`src/scfr_pkg.sv`:
```
// ----------------------------------------------------------------------------
// Canvas rasteriser package
// Command opcodes, the queued command word and the column span helper that
// are shared by the front end, the queue and the drawing engine.
// ----------------------------------------------------------------------------
`default_nettype none

package scfr_pkg;

   localparam int SPAN_W = 64;
   localparam int OUT_W = 40;
   localparam int QUEUE_DEPTH = 2;

   localparam logic [2:0] OP_CLEAR = 3'd0;
   localparam logic [2:0] OP_RECT = 3'd1;
   localparam logic [2:0] OP_LINE = 3'd2;
   localparam logic [2:0] OP_TRI = 3'd3;
   localparam logic [2:0] OP_CIRCLE = 3'd4;
   localparam logic [2:0] OP_READ = 3'd5;

   typedef enum logic [1:0] {
      KIND_NOP,
      KIND_CLEAR,
      KIND_DRAW,
      KIND_READ
   } kind_type;

   typedef enum logic [1:0] {
      SHAPE_SPAN,
      SHAPE_TRI,
      SHAPE_CIRCLE
   } shape_type;

   typedef struct packed {
      kind_type  kind;
      shape_type shape;
      logic [5:0] y_lo;
      logic [6:0] y_hi;
      logic [6:0] x_lo;
      logic [6:0] x_hi;
      logic [5:0] center;
      logic [5:0] radius;
   } cmd_type;

   typedef struct packed {
      logic empty;
      logic full;
   } q_status_type;

   typedef enum logic [2:0] {
      ST_IDLE,
      ST_SETUP,
      ST_ROW_RD,
      ST_ROW_WR,
      ST_READ_OUT
   } state_type;

   // Bits for columns lo..hi inclusive; empty when lo is above hi.
   function automatic logic [SPAN_W-1:0] col_span(input logic [6:0] lo, input logic [6:0] hi);
      logic [SPAN_W-1:0] lower;
      logic [SPAN_W-1:0] upper;
      lower = (lo > 7'd63) ? '0 : ({SPAN_W{1'b1}} << lo[5:0]);
      upper = (hi >= 7'd63) ? {SPAN_W{1'b1}} : ({SPAN_W{1'b1}} >> (7'd63 - hi));
      return lower & upper;
   endfunction

endpackage

`default_nettype wire

```
`src/scfr_front.sv`:
```
// ----------------------------------------------------------------------------
// Canvas rasteriser front end
// Takes a command word, decides whether it draws, clears, reads or does
// nothing, and turns each shape into a row range and column bounds.
// ----------------------------------------------------------------------------
`default_nettype none

module scfr_front (
   input  wire logic        start,
   input  wire logic        full,
   input  wire logic [2:0]  req_op,
   input  wire logic [5:0]  req_row,
   input  wire logic [5:0]  req_col,
   input  wire logic [5:0]  req_arg_a,
   input  wire logic [5:0]  req_arg_b,
   output logic             push,
   output scfr_pkg::cmd_type push_cmd
);

   assign push = start & ~full;

   always_comb begin
      push_cmd = '0;
      push_cmd.kind = scfr_pkg::KIND_NOP;
      push_cmd.shape = scfr_pkg::SHAPE_SPAN;
      push_cmd.y_lo = req_row;
      push_cmd.center = req_row;
      push_cmd.radius = req_arg_a;
      push_cmd.x_lo = 7'(req_col);
      case (req_op)
         scfr_pkg::OP_CLEAR: begin
            push_cmd.kind = scfr_pkg::KIND_CLEAR;
         end
         scfr_pkg::OP_RECT: begin
            if (req_arg_a != 6'd0 && req_arg_b != 6'd0) begin
               push_cmd.kind = scfr_pkg::KIND_DRAW;
               push_cmd.y_hi = 7'(req_row) + 7'(req_arg_a) - 7'd1;
               push_cmd.x_hi = 7'(req_col) + 7'(req_arg_b) - 7'd1;
            end
         end
         scfr_pkg::OP_LINE: begin
            if (req_row == req_arg_a) begin
               if (req_col <= req_arg_b) begin
                  push_cmd.kind = scfr_pkg::KIND_DRAW;
                  push_cmd.y_hi = 7'(req_row);
                  push_cmd.x_hi = 7'(req_arg_b);
               end
            end else if (req_col == req_arg_b) begin
               if (req_row <= req_arg_a) begin
                  push_cmd.kind = scfr_pkg::KIND_DRAW;
                  push_cmd.y_hi = 7'(req_arg_a);
                  push_cmd.x_hi = 7'(req_col);
               end
            end
         end
         scfr_pkg::OP_TRI: begin
            if (req_arg_a != 6'd0) begin
               push_cmd.kind = scfr_pkg::KIND_DRAW;
               push_cmd.shape = scfr_pkg::SHAPE_TRI;
               push_cmd.y_hi = 7'(req_row) + 7'(req_arg_a) - 7'd1;
            end
         end
         scfr_pkg::OP_CIRCLE: begin
            push_cmd.kind = scfr_pkg::KIND_DRAW;
            push_cmd.shape = scfr_pkg::SHAPE_CIRCLE;
            push_cmd.y_lo = 6'd0;
            push_cmd.y_hi = 7'd127;
         end
         scfr_pkg::OP_READ: begin
            push_cmd.kind = scfr_pkg::KIND_READ;
         end
         default: begin
            push_cmd.kind = scfr_pkg::KIND_NOP;
         end
      endcase
   end

endmodule

`default_nettype wire

```
`src/scfr_queue.sv`:
```
// ----------------------------------------------------------------------------
// Canvas rasteriser command queue
// Two-entry queue of classified commands between the front end and the
// drawing engine.
// ----------------------------------------------------------------------------
`default_nettype none

module scfr_queue (
   input  wire logic              clock,
   input  wire logic              reset,
   input  wire logic              push,
   input  wire scfr_pkg::cmd_type push_cmd,
   input  wire logic              pop,
   output scfr_pkg::cmd_type      head_cmd,
   output scfr_pkg::q_status_type status
);

   scfr_pkg::cmd_type entry_ff [scfr_pkg::QUEUE_DEPTH];
   logic       wr_ptr_ff;
   logic       wr_ptr_in;
   logic       rd_ptr_ff;
   logic       rd_ptr_in;
   logic [1:0] count_ff;
   logic [1:0] count_in;
   logic       do_push;
   logic       do_pop;

   assign status.empty = (count_ff == 2'd0);
   assign status.full = (count_ff == 2'(scfr_pkg::QUEUE_DEPTH));
   assign do_push = push & ~status.full;
   assign do_pop = pop & ~status.empty;
   assign head_cmd = entry_ff[rd_ptr_ff];

   always_comb begin
      wr_ptr_in = do_push ? ~wr_ptr_ff : wr_ptr_ff;
      rd_ptr_in = do_pop ? ~rd_ptr_ff : rd_ptr_ff;
      count_in = count_ff + 2'(do_push) - 2'(do_pop);
   end

   always_ff @(posedge clock) begin
      if (reset) begin
         wr_ptr_ff <= 1'b0;
         rd_ptr_ff <= 1'b0;
         count_ff <= 2'd0;
      end else begin
         wr_ptr_ff <= wr_ptr_in;
         rd_ptr_ff <= rd_ptr_in;
         count_ff <= count_in;
      end
   end

   always_ff @(posedge clock) begin
      if (do_push) begin
         entry_ff[wr_ptr_ff] <= push_cmd;
      end
   end

endmodule

`default_nettype wire

```
`src/scfr_back.sv`:
```
// ----------------------------------------------------------------------------
// Canvas rasteriser drawing engine
// Holds the canvas memory and carries out queued commands one row at a
// time with a read-modify-write of each row word.
// ----------------------------------------------------------------------------
`default_nettype none

module scfr_back #(
   parameter int ROWS = 20,
   parameter int COLS = 40
) (
   input  wire logic                   clock,
   input  wire logic                   reset,
   input  wire scfr_pkg::q_status_type q_status,
   input  wire scfr_pkg::cmd_type      head_cmd,
   output logic                        pop,
   output logic                        rsp_strobe,
   output logic [scfr_pkg::OUT_W-1:0]  rsp_row_bits
);

   localparam int RW = (ROWS > 1) ? $clog2(ROWS) : 1;
   localparam logic [6:0] LAST_ROW = 7'(ROWS - 1);

   logic [COLS-1:0] canvas_mem [ROWS];
   logic [ROWS-1:0] valid_ff;

   scfr_pkg::state_type state_ff;
   scfr_pkg::state_type state_in;
   scfr_pkg::cmd_type   cmd_ff;
   scfr_pkg::cmd_type   cmd_in;
   logic [6:0]          y_ff;
   logic [6:0]          y_in;
   logic [6:0]          y_end_ff;
   logic [6:0]          y_end_in;
   logic [11:0]         rr_ff;
   logic [11:0]         rr_in;
   logic [COLS-1:0]     mask_ff;
   logic [COLS-1:0]     mask_in;
   logic [COLS-1:0]     rd_ff;
   logic                rd_valid_ff;
   logic                rsp_strobe_ff;
   logic                rsp_strobe_in;
   logic [scfr_pkg::OUT_W-1:0] rsp_bits_ff;
   logic [scfr_pkg::OUT_W-1:0] rsp_bits_in;

   logic [RW-1:0]       rd_addr;
   logic [RW-1:0]       wr_addr;
   logic                mem_we;
   logic                clear;

   logic [6:0]          span_hi;
   logic [5:0]          dy;
   logic [11:0]         dy2;
   logic [11:0]         rem;
   logic                rem_neg;
   logic [scfr_pkg::SPAN_W-1:0] therm;
   logic [scfr_pkg::SPAN_W-1:0] therm_rev;
   logic [scfr_pkg::SPAN_W-1:0] row_mask;
   logic [scfr_pkg::SPAN_W-1:0] rd_wide;

   assign rsp_strobe = rsp_strobe_ff;
   assign rsp_row_bits = rsp_bits_ff;
   assign wr_addr = y_ff[RW-1:0];
   assign rd_addr = (state_ff == scfr_pkg::ST_SETUP) ? cmd_ff.y_lo[RW-1:0] : y_ff[RW-1:0];
   assign rd_wide = scfr_pkg::SPAN_W'(rd_ff);

   always_comb begin
      span_hi = (cmd_ff.shape == scfr_pkg::SHAPE_TRI) ?
                cmd_ff.x_lo + (y_ff - 7'(cmd_ff.y_lo)) : cmd_ff.x_hi;
      dy = (y_ff[5:0] >= cmd_ff.center) ? (y_ff[5:0] - cmd_ff.center)
                                         : (cmd_ff.center - y_ff[5:0]);
      dy2 = 12'(dy) * 12'(dy);
      rem_neg = (dy2 > rr_ff);
      rem = rr_ff - dy2;
      for (int k = 0; k < scfr_pkg::SPAN_W; k++) begin
         therm[k] = ~rem_neg & (12'(k * k) <= rem);
         therm_rev[scfr_pkg::SPAN_W-1-k] = therm[k];
      end
      if (cmd_ff.shape == scfr_pkg::SHAPE_CIRCLE) begin
         row_mask = (therm << cmd_ff.x_lo[5:0]) | (therm_rev >> (6'd63 - cmd_ff.x_lo[5:0]));
      end else begin
         row_mask = scfr_pkg::col_span(cmd_ff.x_lo, span_hi);
      end
      mask_in = (state_ff == scfr_pkg::ST_ROW_RD) ? row_mask[COLS-1:0] : mask_ff;
   end

   always_comb begin
      state_in = state_ff;
      cmd_in = cmd_ff;
      y_in = y_ff;
      y_end_in = y_end_ff;
      rr_in = rr_ff;
      pop = 1'b0;
      clear = 1'b0;
      mem_we = 1'b0;
      rsp_strobe_in = 1'b0;
      rsp_bits_in = '0;
      case (state_ff)
         scfr_pkg::ST_IDLE: begin
            if (!q_status.empty) begin
               pop = 1'b1;
               cmd_in = head_cmd;
               state_in = scfr_pkg::ST_SETUP;
            end
         end
         scfr_pkg::ST_SETUP: begin
            case (cmd_ff.kind)
               scfr_pkg::KIND_CLEAR: begin
                  clear = 1'b1;
                  rsp_strobe_in = 1'b1;
                  state_in = scfr_pkg::ST_IDLE;
               end
               scfr_pkg::KIND_READ: begin
                  if (7'(cmd_ff.y_lo) <= LAST_ROW) begin
                     state_in = scfr_pkg::ST_READ_OUT;
                  end else begin
                     rsp_strobe_in = 1'b1;
                     state_in = scfr_pkg::ST_IDLE;
                  end
               end
               scfr_pkg::KIND_DRAW: begin
                  rr_in = 12'(cmd_ff.radius) * 12'(cmd_ff.radius);
                  y_in = 7'(cmd_ff.y_lo);
                  y_end_in = (cmd_ff.y_hi > LAST_ROW) ? LAST_ROW : cmd_ff.y_hi;
                  if (7'(cmd_ff.y_lo) > LAST_ROW || 7'(cmd_ff.y_lo) > cmd_ff.y_hi) begin
                     rsp_strobe_in = 1'b1;
                     state_in = scfr_pkg::ST_IDLE;
                  end else begin
                     state_in = scfr_pkg::ST_ROW_RD;
                  end
               end
               default: begin
                  rsp_strobe_in = 1'b1;
                  state_in = scfr_pkg::ST_IDLE;
               end
            endcase
         end
         scfr_pkg::ST_ROW_RD: begin
            state_in = scfr_pkg::ST_ROW_WR;
         end
         scfr_pkg::ST_ROW_WR: begin
            mem_we = 1'b1;
            if (y_ff == y_end_ff) begin
               rsp_strobe_in = 1'b1;
               state_in = scfr_pkg::ST_IDLE;
            end else begin
               y_in = y_ff + 7'd1;
               state_in = scfr_pkg::ST_ROW_RD;
            end
         end
         scfr_pkg::ST_READ_OUT: begin
            rsp_strobe_in = 1'b1;
            rsp_bits_in = rd_valid_ff ? rd_wide[scfr_pkg::OUT_W-1:0] : '0;
            state_in = scfr_pkg::ST_IDLE;
         end
         default: begin
            state_in = scfr_pkg::ST_IDLE;
         end
      endcase
   end

   always_ff @(posedge clock) begin
      if (reset) begin
         state_ff <= scfr_pkg::ST_IDLE;
         rsp_strobe_ff <= 1'b0;
      end else begin
         state_ff <= state_in;
         rsp_strobe_ff <= rsp_strobe_in;
      end
   end

   always_ff @(posedge clock) begin
      cmd_ff <= cmd_in;
      y_ff <= y_in;
      y_end_ff <= y_end_in;
      rr_ff <= rr_in;
      mask_ff <= mask_in;
      rsp_bits_ff <= rsp_bits_in;
   end

   // A row that has not been written since the last clear reads as blank.
   always_ff @(posedge clock) begin
      if (reset || clear) begin
         valid_ff <= '0;
      end else if (mem_we) begin
         valid_ff[wr_addr] <= 1'b1;
      end
   end

   always_ff @(posedge clock) begin
      rd_ff <= canvas_mem[rd_addr];
      rd_valid_ff <= valid_ff[rd_addr];
      if (mem_we) begin
         canvas_mem[wr_addr] <= (rd_valid_ff ? rd_ff : '0) | mask_ff;
      end
   end

endmodule

`default_nettype wire

```
`src/shape_fill_canvas_rasterizer.sv`:
```
// ----------------------------------------------------------------------------
// Shape fill canvas rasteriser
// One-bit-per-pixel canvas with clear, rectangle, line, triangle and circle
// drawing and a row read-back.
// ----------------------------------------------------------------------------
// A command is taken whenever start is high and busy is low; up to two
// commands wait in a queue while the engine works, and busy is high only
// while that queue is full. Every command yields exactly one word on
// rsp_row_bits, marked by rsp_strobe for a single cycle, in command order;
// the receiver cannot stall it. The canvas memory has one read and one
// write port, so for each canvas row a draw touches the engine passes
// through a read state and then a write state, after an idle state that
// fetches the command and a setup state that prepares it. A circle always
// sweeps every row; a read of a row on the canvas passes through a
// further output state, while clear and no-op commands answer straight
// from the setup state.
// ----------------------------------------------------------------------------
`default_nettype none

module shape_fill_canvas_rasterizer #(
   parameter int CANVAS_ROWS = 20,
   parameter int CANVAS_COLS = 40
) (
   input  wire logic        clock,
   input  wire logic        reset,
   input  wire logic        start,
   output logic             busy,
   input  wire logic [2:0]  req_op,
   input  wire logic [5:0]  req_row,
   input  wire logic [5:0]  req_col,
   input  wire logic [5:0]  req_arg_a,
   input  wire logic [5:0]  req_arg_b,
   output logic             rsp_strobe,
   output logic [39:0]      rsp_row_bits
);

   logic                   push;
   logic                   pop;
   scfr_pkg::cmd_type      push_cmd;
   scfr_pkg::cmd_type      head_cmd;
   scfr_pkg::q_status_type q_status;

   assign busy = q_status.full;

   scfr_front u_front (
      .start     (start),
      .full      (q_status.full),
      .req_op    (req_op),
      .req_row   (req_row),
      .req_col   (req_col),
      .req_arg_a (req_arg_a),
      .req_arg_b (req_arg_b),
      .push      (push),
      .push_cmd  (push_cmd)
   );

   scfr_queue u_queue (
      .clock    (clock),
      .reset    (reset),
      .push     (push),
      .push_cmd (push_cmd),
      .pop      (pop),
      .head_cmd (head_cmd),
      .status   (q_status)
   );

   scfr_back #(
      .ROWS (CANVAS_ROWS),
      .COLS (CANVAS_COLS)
   ) u_back (
      .clock        (clock),
      .reset        (reset),
      .q_status     (q_status),
      .head_cmd     (head_cmd),
      .pop          (pop),
      .rsp_strobe   (rsp_strobe),
      .rsp_row_bits (rsp_row_bits)
   );

endmodule

`default_nettype wire

```
`config.mk`:
```
export PLATFORM = sky130hd
export DESIGN_NAME = shape_fill_canvas_rasterizer
export DESIGN_NICKNAME = d
export VERILOG_FILES = /design/src/scfr_pkg.sv /design/src/scfr_front.sv /design/src/scfr_queue.sv /design/src/scfr_back.sv /design/src/shape_fill_canvas_rasterizer.sv
export SDC_FILE = /design/constraint.sdc
export NUM_CORES = 2
export LEC_CHECK = 0
export ABC_AREA = 1
export BUFFER_PORTS_ARGS = -buffer_cell sky130_fd_sc_hd__buf_4
export CAP_MARGIN = 20
export CELL_PAD_IN_SITES_DETAIL_PLACEMENT = 0
export CELL_PAD_IN_SITES_GLOBAL_PLACEMENT = 1
export CORE_ASPECT_RATIO = 1.25
export CORE_UTILIZATION = 30
export CTS_CLUSTER_DIAMETER = 30
export DETAILED_ROUTE_END_ITERATION = 6
export GPL_TIMING_DRIVEN = 0
export HOLD_SLACK_MARGIN = 0.05
export PLACE_DENSITY = 0.65
export SETUP_SLACK_MARGIN = 0.2
export SYNTH_ARGS = -nofsm -noshare
export SYNTH_HDL_FRONTEND = slang
export SYNTH_SLANG_ARGS = --single-unit
```
`constraint.sdc`:
```
create_clock -name clock -period 7.65 [get_ports clock]
set_clock_uncertainty 0.2 [all_clocks]
set_input_delay 1.53 -clock clock [delete_from_list [all_inputs] [get_ports clock]]
set_output_delay 1.53 -clock clock [all_outputs]
set_load 0.005 [all_outputs]
```
# After elaboration in Yosys (flattened, before gate mapping)
# Memory sizes are Yosys's and may differ from the RTL's. A register that Yosys moved wholly into a read port is not among the register bits.
# Index checks and enable logic that the tools add are counted.
# word_totals
n_memories	2
ff_bits	142
out_inout_bits	42
inputBits	30
ram_bits	884
elab_cells	278
# mem_list
name	words	width	read_ports	rd_clocked_by_memory_dff	wr	line_no	source
u_back.canvas_mem	20	40	1	1	1	scfr_back.sv:24	logic [COLS-1:0] canvas_mem [ROWS];
u_queue.entry_ff	2	42	1	1	1	scfr_queue.sv:18	scfr_pkg::cmd_type entry_ff [scfr_pkg::QUEUE_DEPTH];
# op_classes
shift	4
n_bitwise	76
n_reduce_logical	13
n_lt_le_gt_ge	77
add_sub_neg	14
multipliers	2
n_eq_ne	21
mux	56
# op_table
operator	count
<= comparator 12 bit, first input constant	18
<= comparator 11 x 12 -> 1 bit, first input constant	14
two-way mux 40 bit	4
<= comparator 10 x 12 -> 1 bit, first input constant	9
<= comparator 9 x 12 -> 1 bit, first input constant	7
bitwise OR 40 bit	2
two-way mux 7 bit	10
bitwise AND 1 bit	67
<< shifter 64 x 6 -> 40 bit	1
<< shifter 64 x 6 -> 40 bit, first input constant	1
>> shifter 64 x 6 -> 40 bit	1
>> shifter 64 x 7 -> 40 bit, first input constant	1
<= comparator 7 x 12 -> 1 bit, first input constant	4
<= comparator 8 x 12 -> 1 bit, first input constant	4
bitwise AND 40 bit	1
two-way mux 6 bit	6
one-hot mux 7 bit (2 select lines)	2
one-hot mux 7 bit (4 select lines)	1
<= comparator 1 x 12 -> 1 bit, first input constant	2
<= comparator 5 x 12 -> 1 bit, first input constant	2
<= comparator 6 x 12 -> 1 bit, first input constant	2
multiplier 6 x 6 -> 12 bit	2
bitwise OR 20 bit	1
adder 6 x 6 -> 7 bit	2
53 further kinds	99

# Longest topological paths before layout
# depth
word_depth	9
depth_mapped	50
ltp_nobuf	49

# Hierarchy
# A second synthesis with hierarchy kept.
# hier_totals
hier_cells	5425
area_unflattened_um2	54218.2
# modules_own_cells
mod	seq_area_each_um2	area_each_um2	instances	cells_each
scfr_back	29368.2	49012.0	1	4982
scfr_queue	2682.6	3559.7	1	173
scfr_front	0.0	1646.6	1	270

# Worst setup path after synthesis
# No wires, ideal clock.
# synth_timing
path_kind	reg2reg
from	register u_back.y_ff[4]
to	register u_back.mask_ff[21] (data pin)
required_time_ns	7.193
path_slack_ns	-0.091
path_buffers	1
t_arrival_ns	7.285
setup_ns	0.257
synth_period_minus_slack_ns	7.741
path_stages_with_launch	47
path_cell_list	edfxtp_1 -> clkbuf_1 -> inv_1 -> ha_1 -> nand2_1 -> inv_1 -> a221oi_1 -> nand3_1 -> mux2i_1 -> xor2_1 -> nor2_1 -> fa_1 -> inv_1 -> fa_1 -> inv_1 -> fa_1 -> ha_1 -> a31o_2 -> (+11 left out) -> nand3_1 -> nand2_1 -> nand2_2 -> nor2_2 -> nand2_2 -> nor2_1 -> nand2_1 -> nand2_1 -> nand2_1 -> nand2_1 -> nand2_1 -> nand2_1 -> nand2_1 -> o21a_1 -> nor2_1 -> nor2_1 -> nand2_1 -> nand2_1
# synth_between
elab_chain_cells	9
word_cells_on_any_way	148
classes_between	add/sub (6); mul (1); order compare (67); shift (3); mux (4); bitwise (67)
# synth_rtl
element	line_no	source
from (decl)	scfr_back.sv:31	logic [6:0] y_ff;
from (signal assigned)	scfr_back.sv:174	y_ff <= y_in;
subtractor 6 bit, or another cell as far along	scfr_back.sv:71	: (cmd_ff.center - y_ff[5:0]);
two-way mux 6 bit	scfr_back.sv:70	dy = (y_ff[5:0] >= cmd_ff.center) ? (y_ff[5:0] - cmd_ff.center)
multiplier 6 x 6 -> 12 bit	scfr_back.sv:72	dy2 = 12'(dy) * 12'(dy);
subtractor 12 bit or greater-than comparator 12 bit (tied branches)	scfr_back.sv:74, scfr_back.sv:73	
<= comparator 1 x 12 -> 1 bit, or another cell as far along	scfr_back.sv:76	therm[k] = ~rem_neg & (12'(k * k) <= rem);
bitwise AND 1 bit	scfr_back.sv:76	
<< shifter 64 x 6 -> 40 bit or >> shifter 64 x 6 -> 40 bit (tied branches)	scfr_back.sv:80	row_mask = (therm << cmd_ff.x_lo[5:0]) | (therm_rev >> (6'd63 - cmd_ff.x_lo[5:0]));
bitwise OR 40 bit	scfr_back.sv:80	
two-way mux 40 bit (*)	scfr_back.sv:79	if (cmd_ff.shape == scfr_pkg::SHAPE_CIRCLE) begin
via u_back.row_mask, one bit	scfr_back.sv:58	logic [scfr_pkg::SPAN_W-1:0] row_mask;
to (signal assigned)	scfr_back.sv:177	mask_ff <= mask_in;
to (decl)	scfr_back.sv:37	logic [COLS-1:0] mask_ff;
# Mark *: on every way through the listed nets, which the timed path passes. The rest lies on a longest branch.
# A chain may end at the register's enable or synchronous reset.

# Worst setup path in the final report
# layout_timing
from	register u_back.y_ff[4]
to	register u_back.mask_ff[3] (data pin)
# The elaborated chain is that of the path after synthesis.

==> flow_summary.json <==
{
  "routed_wire_length_per_instance_um": 25.6,
  "track_usage": 0.236,
  "num-nets-final": 6087,
  "design.die.area_sq_mm": 0.180,
  "ys_warn_count": 0,
  "numClockSinks": 1100,
  "dp_hpwl_um": 160000,
  "maxSlewViolCount": 0,
  "clock.fmax_mhz": 122,
  "fillerInstances": 17300,
  "synth_simple_gate_area_frac": 0.203,
  "synth-seq-cells": 1100,
  "grt_max_degree": 35,
  "netlist_area_sq_mm": 0.0536,
  "number_of_i_o_port_buffers": 70,
  "final.period_utilization": 1.07,
  "worstSetupEndpointType": "flop",
  "final.min_clock_period_ps": 8210,
  "placeableCoreArea_sq_mm": 0.177,
  "worstPathMaxFanout": 7,
  "dieWidth_um": 380,
  "grt_pass1_wl_um": 312000,
  "cts_htree_levels": 4,
  "drt_iter0_markers": 4513,
  "yosys.cell_count.top_type": "edfxtp_1",
  "synth_top_cell_by_area": "edfxtp_1",
  "hold_path_class": "reg -> reg",
  "vias_per_cell": 5.36,
  "grt_pass1_vias": 45100,
  "detailroute.via_count": 45600,
  "rsz0062_at_grt": "true",
  "grt.overflow.total": 0,
  "final_core_util": 0.401,
  "drtAntennaViolNets": 0,
  "synth_compound_area_frac": 0.112,
  "area_growth_syn_to_layout_pct": 32.8,
  "timing.critical_path.arrival_ps": 8570,
  "synth-xor-area-share": 0.00654,
  "path_class": "reg -> reg",
  "required_ps": 8000,
  "cts_root_buffer": "clkbuf_16",
  "floorplan.initialDensity": 0.302,
  "post-synth-top-area-fraction": 0.555,
  "delay_of_the_slowest_cell_on_the_worst_path_ps": 530,
  "postSynthAreaPerCell_sq_um": 9.79,
  "place_area_sq_mm": 0.0584,
  "synth_edf_count": 991,
  "run_status": "complete, but fails checks",
  "wire_length_after_detailed_routing_um": 218000,
  "final_layout_size_suffix_gt1_frac": 0.232,
  "synth_top_family_by_area": "simple AND/OR/NAND/NOR gates",
  "tightest_slew_ps": 1360,
  "netlist_instances": 5471,
  "worstRegToRegCells": 43,
  "total_number_of_placement_rows": 173,
  "worst_path_max_delay_cell": "fa_1",
  "ctsLongestPathBuffers": 3,
  "yosys-top-cells-count": "edfxtp_1 (991), nand2_1 (938), nor2_1 (728), nand3_1 (710), o21ai_0 (476)",
  "route.detailed.drc": 2,
  "holdPathStages": 2,
  "synth_fa_ha_area_frac": 0.0341,
  "cts.hold.buffers_added": 0,
  "synth.lib_cells_used.distinct": 54,
  "final-hold-violation-count": 0,
  "seq_area_frac_synth": 0.596,
  "place.gp.congestion": 1.06,
  "grt_antenna_before_repair": 5,
  "die_height_um": 475,
  "violations": "design-rule violations, negative setup slack",
  "timing.critical_path.from_type": "flop",
  "dpl_worst_slack_ps": -2240,
  "worst_setup_hold_path_clk_slew_ps": 60,
  "slew-limit-headroom": 0.0905,
  "synthFlopType": "edfxtp_1",
  "setup_ws_ps": -564,
  "postSynth.asyncResetShare": 0,
  "dr.pass1.iters": 7,
  "tritoncts.num_buffers": 235,
  "cts_tree": "done",
  "clk_latency_ps": 880,
  "setup_viol": 40,
  "largest_cells_by_area_after_synthesis": "edfxtp_1 (56%), nand3_1 (6.6%), nand2_1 (6.6%)",
  "ioPinCount": 72,
  "yosys-mux-area-fraction": 0.000374,
  "design_area_sq_mm": 0.0712,
  "timing.max_cap.violations": 0
}
[final timing paths]
kind,from,to,slack [ps]
worst max register to register,u_back.y_ff[4],u_back.mask_ff[3],-560
worst max-delay path,u_back.y_ff[4],u_back.mask_ff[3],-560
worst min register to register,u_back.rd_ff[21],u_back.rsp_row_bits[21],280
worst min-delay path,u_back.rd_ff[21],u_back.rsp_row_bits[21],280
[critical path: cells and delay by family (launching register included)]
| family | cells | cell delay, ps |
|---|---|---|
| buffers and inverters | 6 | 540 |
| xor gates and xnor gates | 2 | 290 |
| DFF | 1 | 440 |
| AOI/OAI and AO/OA | 4 | 760 |
| adders and majority gates | 6 | 2400 |
| and+or+nand+nor | 24 | 3060 |
| muxes | 1 | 240 |
[registers in the layout, indices dropped and copies added, names as in the netlist]
signal and count:
u_back.mask_ff 40, u_queue.count_ff 2, u_back.y_ff 7, u_back.rd_valid_ff 1, u_back.state_ff 3, u_back.cmd_ff 42, u_queue.entry_ff 84, u_queue.wr_ptr_ff 1
u_back.rr_ff 11, u_queue.rd_ptr_ff 1, u_back.rsp_row_bits 40, u_back.y_end_ff 7, u_back.rd_ff 40, u_back.canvas_mem 800, u_back.rsp_strobe 1, u_back.valid_ff 20
[cells by family (layout without fill, tap and decap cells)]
family | count (synthesis) | after routing
AO/OA/AOI/OAI | 992 | 992
other | 1 | 4
buffers and inverters | 656 | 1322
adder cells (fa/ha/maj) | 130 | 130
flip-flops | 1100 | 1100
AND/OR/NAND/NOR | 2550 | 2550
XOR/XNOR | 40 | 40
multiplexers | 2 | 2
[area by class of cell]
cell class	instances	area, sq um	area share
Sequential cell	1100	31900	0.449
Multi-Input combinational cell	3716	22900	0.321
Clock buffer	272	6190	0.0870
Tap cell	2362	2960	0.0415
Clock inverter	176	2280	0.0321
Timing Repair Buffer	218	2250	0.0316
Buffer	307	1350	0.0190
Inverter	349	1340	0.0188
Antenna cell	2	5.00	0.0000703
[repair_timing]
action,4_1_cts,5_1_grt
endpoints found under the setup margin,40,40
endpoints found under the hold margin,0,0
setup buffers,50,26
gates cloned,0,1
pin swaps,140,159
gates resized for setup,501,360
[metrics by stage]
| stage | hold WS (ps) | instances | TNS [ps] |
|---|---|---|---|
| floorplan | 221 | 5472 | 0 |
| global placement | 250 | 7904 | -78800 |
| global route | 304 | 8501 | -31450 |
| detailed placement | 267 | 7974 | -79090 |
| CTS | 277 | 8472 | -16030 |
| finish | 276 | 8502 | -16780 |
[layer usage]
metal  GRT usage  vias up  wire, um
met5           0        -         0
met4       0.134        0     13400
met3      0.0404      600     15000
met2       0.402     2088    105000
met1       0.282    22400     84400
li1            -    20500         -
[placed cells by master (no fill, tap or decap), types with 33 or more instances in the layout]
cell type and instances:
a21oi_1 65, a31oi_1 45, buf_12 33, buf_2 36
buf_4 157, clkbuf_1 250, clkbuf_16 240, dfxtp_1 109
edfxtp_1 991, ha_1 94, inv_1 317, nand2_1 709
nand2_2 178, nand2_4 76, nand3_1 419, nand3_2 237
nand3_4 62, nand4_1 34, nor2_1 672, nor2_4 48
nor3_1 64, o211ai_1 67, o21ai_0 469, o221ai_1 126
o22ai_1 88
Power is not shown: default switching activity piles up to over one toggle a cycle in this logic, so the estimate is an artifact.
